==> src/rtl/piecewise_linear_interpolator_top_macros.svh <==
// Assertion macros used by the interpolator back part.
`ifndef PIECEWISE_LINEAR_INTERPOLATOR_TOP_MACROS_SVH
`define PIECEWISE_LINEAR_INTERPOLATOR_TOP_MACROS_SVH
`ifndef SYNTHESIS
`define PLI_ASSERT_IMP(label, clk, rst_n, a, c, msg) \
  label: assert property (@(posedge clk) disable iff (!rst_n) (a) |-> (c)) else $error(msg);
`define PLI_ASSERT_NXT(label, clk, rst_n, a, c, msg) \
  label: assert property (@(posedge clk) disable iff (!rst_n) (a) |=> (c)) else $error(msg);
`else
`define PLI_ASSERT_IMP(label, clk, rst_n, a, c, msg)
`define PLI_ASSERT_NXT(label, clk, rst_n, a, c, msg)
`endif
`endif

==> src/rtl/pli_pkg.sv <==
// Shared types and constants of the interpolator.
package pli_pkg;
  localparam int TABLE_DEPTH = 256;
  localparam int IDX_W = $clog2(TABLE_DEPTH);
  localparam int CNT_W = IDX_W + 1;
  localparam logic CMD_LOAD = 1'b0;
  localparam logic CMD_QUERY = 1'b1;

  typedef struct packed {
    logic             cmd;
    logic [IDX_W-1:0] idx;
    logic [31:0]      ex;
    logic [31:0]      ey;
    logic [31:0]      qx;
  } pli_item_t;
endpackage

==> src/rtl/pli_queue.sv <==
// Two-entry queue between the front and the back.
module pli_queue import pli_pkg::*; (
  input  logic      clk,
  input  logic      rst_n,
  input  logic      wr_valid,
  output logic      wr_ready,
  input  pli_item_t wr_data,
  output logic      rd_valid,
  input  logic      rd_ready,
  output pli_item_t rd_data
);
  pli_item_t mem_r [2];
  logic wp_r, rp_r;
  logic [1:0] cnt_r;
  logic wr_en, rd_en;

  assign wr_ready = cnt_r != 2'd2;
  assign rd_valid = cnt_r != 2'd0;
  assign rd_data = mem_r[rp_r];
  assign wr_en = wr_valid && wr_ready;
  assign rd_en = rd_valid && rd_ready;

  always_ff @(posedge clk) begin
    if (wr_en) begin
      mem_r[wp_r] <= wr_data;
    end
    if (!rst_n) begin
      wp_r <= 1'b0;
      rp_r <= 1'b0;
      cnt_r <= 2'd0;
    end else begin
      if (wr_en) wp_r <= ~wp_r;
      if (rd_en) rp_r <= ~rp_r;
      cnt_r <= cnt_r + {1'b0, wr_en} - {1'b0, rd_en};
    end
  end
endmodule

==> config.mk <==
export PLATFORM = sky130hd
export DESIGN_NAME = pli_queue
export DESIGN_NICKNAME = d
export VERILOG_FILES = /design/src/rtl/piecewise_linear_interpolator_top_macros.svh /design/src/rtl/pli_pkg.sv /design/src/rtl/pli_queue.sv
export SDC_FILE = /design/constraint.sdc
export NUM_CORES = 1
export LEC_CHECK = 0
export BUFFER_PORTS_ARGS = -buffer_cell sky130_fd_sc_hd__buf_2
export CORE_MARGIN = 1.5
export CORE_UTILIZATION = 47
export DETAILED_ROUTE_END_ITERATION = 7
export GPL_TIMING_DRIVEN = 0
export HOLD_SLACK_MARGIN = 0.15
export PLACE_DENSITY = 0.74
export SETUP_SLACK_MARGIN = 0.4
export SLEW_MARGIN = 40
export SYNTH_ARGS = -nofsm -noshare
export SYNTH_HDL_FRONTEND = slang
export SYNTH_SLANG_ARGS = --single-unit
==> constraint.sdc <==
create_clock -name clk -period 5.62 [get_ports clk]
set_clock_uncertainty 0.05 [all_clocks]
set_input_delay 0.281 -clock clk [delete_from_list [all_inputs] [get_ports clk]]
set_output_delay 0.281 -clock clk [all_outputs]
set_load 0.1 [all_outputs]
==> impl_summary.log <==
[metrics] status: completed
[metrics] clock tree from TritonCTS: built
[metrics] maximum number of pins on one net before global-route repair: 39
[metrics] Clk Latency, worst-skew pair: 0.48 ns
[metrics] count of buffers inserted at the top-level ports: 215
[metrics] critical path's largest stage delay: 0.40 ns
[metrics] Cell Count, Final, Fillers Out: 939
[metrics] CP Capture Type: output port
[metrics] sequential element share of the synthesized area: 79.5%
[metrics] Peak Freq: 447 MHz
[metrics] number of buffers created by CTS: 22
[metrics] I/O Pins: 216
[metrics] synthesized netlist net count: 462
[metrics] power density of the placed cells: 561 nW/um2
[metrics] post-detailed-route wirelength per cell: 17.2 um
[metrics] Arrival @ worst endpoint: 1.90 ns
[metrics] Max rail drop VDD: 0.000425 V
[metrics] number of nets in the layout: 815
[metrics] Die Height: 134 um
[metrics] sequential cell area: 6410 um2
[metrics] max-capacitance violation count: 0
[metrics] quantity of gates resized following cts: 0
[metrics] Worst Setup Path Type: reg -> out
[metrics] Final Routed Wirelength: 16.2 mm
[metrics] area used by multi-input combinational logic: 1510 um2
[metrics] Setup Total Neg Slack: 0 ns
[metrics] drt initial violations: 180
[metrics] clock edge transition at the registers on the reported setup and hold paths: 0.06 ns
[metrics] flop and latch count out of synthesis: 215
[metrics] largest fanout on the critical path: 10
[metrics] global-route wire length before repair: 24.4 mm
[metrics] HP Class: in -> reg
[metrics] initial antenna violation count: 0
[metrics] Clock Tree Root: sky130_fd_sc_hd__clkbuf_16
[metrics] Final Hold Fails: 0
[metrics] synthesized area: 8060 um2
[metrics] most frequent cell on the critical path: sky130_fd_sc_hd__buf_2
[metrics] Avg Cell Area, Syn: 23.0 um2
[metrics] H-Tree Depth: 1
[metrics] Critical path buffers and inverters: 3
[metrics] RSZ-0062 raised after global routing: false
[metrics] diode insertion count for antenna repair: 0
[metrics] highest-count cells in the layout ignoring fill and taps: sky130_fd_sc_hd__buf_2, sky130_fd_sc_hd__edfxtp_1, sky130_fd_sc_hd__dlygate4sd3_1
[metrics] Initial Utilization: 48.4%
[metrics] Core ar.: 16,600 um2
[metrics] Total Routing Usage GR: 17.5%
[metrics] slowest CP cell: sky130_fd_sc_hd__mux2_2
[metrics] setup violators final: 0
[metrics] buffer count from post-CTS setup fixing: 0
[metrics] largest delay contributor family on the critical path: buffers and inverters
[metrics] Worst setup SP type: flip-flop
[metrics] max-slew headroom at the worst pin: 63.5%
[metrics] layout cells sized above 1: 52.7%
[metrics] total DRC errors in the routed layout: 0
[metrics] ordered list of cells on the worst path: buf_6 > buf_2 > mux2_2 > buf_2
[metrics] vias in the first global route: 4,867
[metrics] TritonRoute pass-1 iters: 4
[metrics] remaining number of nets flagged by the antenna check after routing: 0
[metrics] Final Max Tran Viols: 0
[metrics] area of the die: 17,900 um2
[metrics] final total power: 6410 uW
[metrics] YS warnings: 0
[metrics] final worst path period share: 39.8%
[metrics] CTS max path bufs: 3
[metrics] count of different cell masters after synthesis: 20
[metrics] leakage: 0.00444 uW
[metrics] number of instances in the synthesized netlist: 351
[metrics] min Tclk post-route: 2.24 ns
[metrics] instance count after placement with tap cells included: 794
[metrics] average vias per placed instance: 4.75
[metrics] number of filler instances in the final layout: 1,052
[metrics] global placer's final weighted congestion: 0.720
[metrics] Std-Cell Rows: 47
[metrics] sum of overflow across all layers after global routing: 0
[metrics] Layout Area Growth over Synthesis: 41.7%
[metrics] Required @ worst endpoint: 5.29 ns
[metrics] commonest non-fill, non-tap cell in the layout: sky130_fd_sc_hd__buf_2
[metrics] total number of clock tree sinks: 215
[metrics] Worst Max-Slew Pin Slew: 0.547 ns
[metrics] DP Wirelength: 9.82 mm
[metrics] Die W: 134 um
[metrics] via count: 4,464
## sequential cells by signal, indices dropped and copies added, names as in the netlist, named ones only
register and count:
cnt_r 2, mem_r 210, rp_r 1, wp_r 1
## repair_timing
action,4_1_cts,5_1_grt
endpoints found under the setup margin,0,0
endpoints found under the hold margin,215,0
hold buffers,106,0
## power breakdown
| part | internal, uW | leakage [uW] | switching (uW) | total (uW) |
|---|---|---|---|---|
| combinational | 677 | 0.00208 | 2200 | 2880 |
| sequential | 2010 | 0.00200 | 55.7 | 2070 |
| clock | 896 | 0.000361 | 566 | 1460 |
## final timing paths
check | startpoint | to | slack [ns] | cells after the start
max | flip-flop | rd_data[42] | 3.38 | 4
max reg2reg | cnt_r[0]$_SDFF_PN0_ | mem_r[0][68]$_DFFE_PP_ | 3.79 | 5
min reg2reg | rp_r$_SDFFE_PN0P_ | flip-flop | 0.51 | 2
min | wr_valid | wp_r$_SDFFE_PN0N_ | 0.18 | 3
## metal layers
| metal | global-route usage [%] | part of all wire (%) | up-vias |
|---|---|---|---|
| met5 | 0 | 0 | - |
| met4 | 4.89 | 1.7 | 0 |
| met3 | 4.84 | 7.4 | 27 |
| met2 | 33.6 | 54 | 176 |
| met1 | 18.7 | 37 | 2163 |
| li1 | - | - | 2098 |
## cell type report
type,count,area share (%)
flip-flops and latches,215,56.1
inverters,1,0.0329
multi-input cells,123,13.2
plain buffers,12,1.33
clock inverters,13,1.28
repair buffers,329,20.4
clock buffers,26,5.23
well taps,220,2.41
## logic make-up after synthesis
group	share of synthesized area (%)
DFF	79.5
muxes	17.1
buffers and inverters	1.92
and+or+nand+nor	0.761
xor gates and xnor gates	0.326
adders and majority gates	0.310
AOI/OAI and AO/OA	0.0932
## synthesized netlist by cell type, drive strengths merged
| cell | count | area share, % |
|---|---|---|
| buf | 12 | 1.9 |
| or2 | 1 | 0.078 |
| o21a | 1 | 0.093 |
| nand2 | 2 | 0.093 |
| nor2b | 2 | 0.16 |
| ha | 2 | 0.31 |
| and2 | 2 | 0.16 |
| mux2i | 1 | 0.12 |
| nor2 | 1 | 0.047 |
| nand2b | 2 | 0.16 |
| and3 | 1 | 0.078 |
| edfxtp | 210 | 78 |
| inv | 1 | 0.047 |
| dfxtp | 5 | 1.2 |
| xnor2 | 3 | 0.33 |
| mux2 | 105 | 17 |
## stage by stage
| stage | worst slack (ns) | hold WS (ns) | cell area, um2 | util (%) |
|---|---|---|---|---|
| floorplan | 0.946 | 0.330 | 8060 | - |
| global placement | 0.456 | 0.419 | 9420 | 56.6 |
| detailed placement | 3.82 | 0.422 | 9620 | 57.8 |
| CTS | 3.34 | 0.151 | 11400 | 68.6 |
| global route | 3.31 | 0.191 | 11400 | 68.6 |
| finish | 3.38 | 0.183 | 11400 | 68.6 |
## tightest hold or removal path: stages
cell                      delay, ns
sky130_fd_sc_hd__buf_2         0.11
sky130_fd_sc_hd__nand2_1       0.17
sky130_fd_sc_hd__mux2i_1       0.10
(Power assumes the default switching activity.)
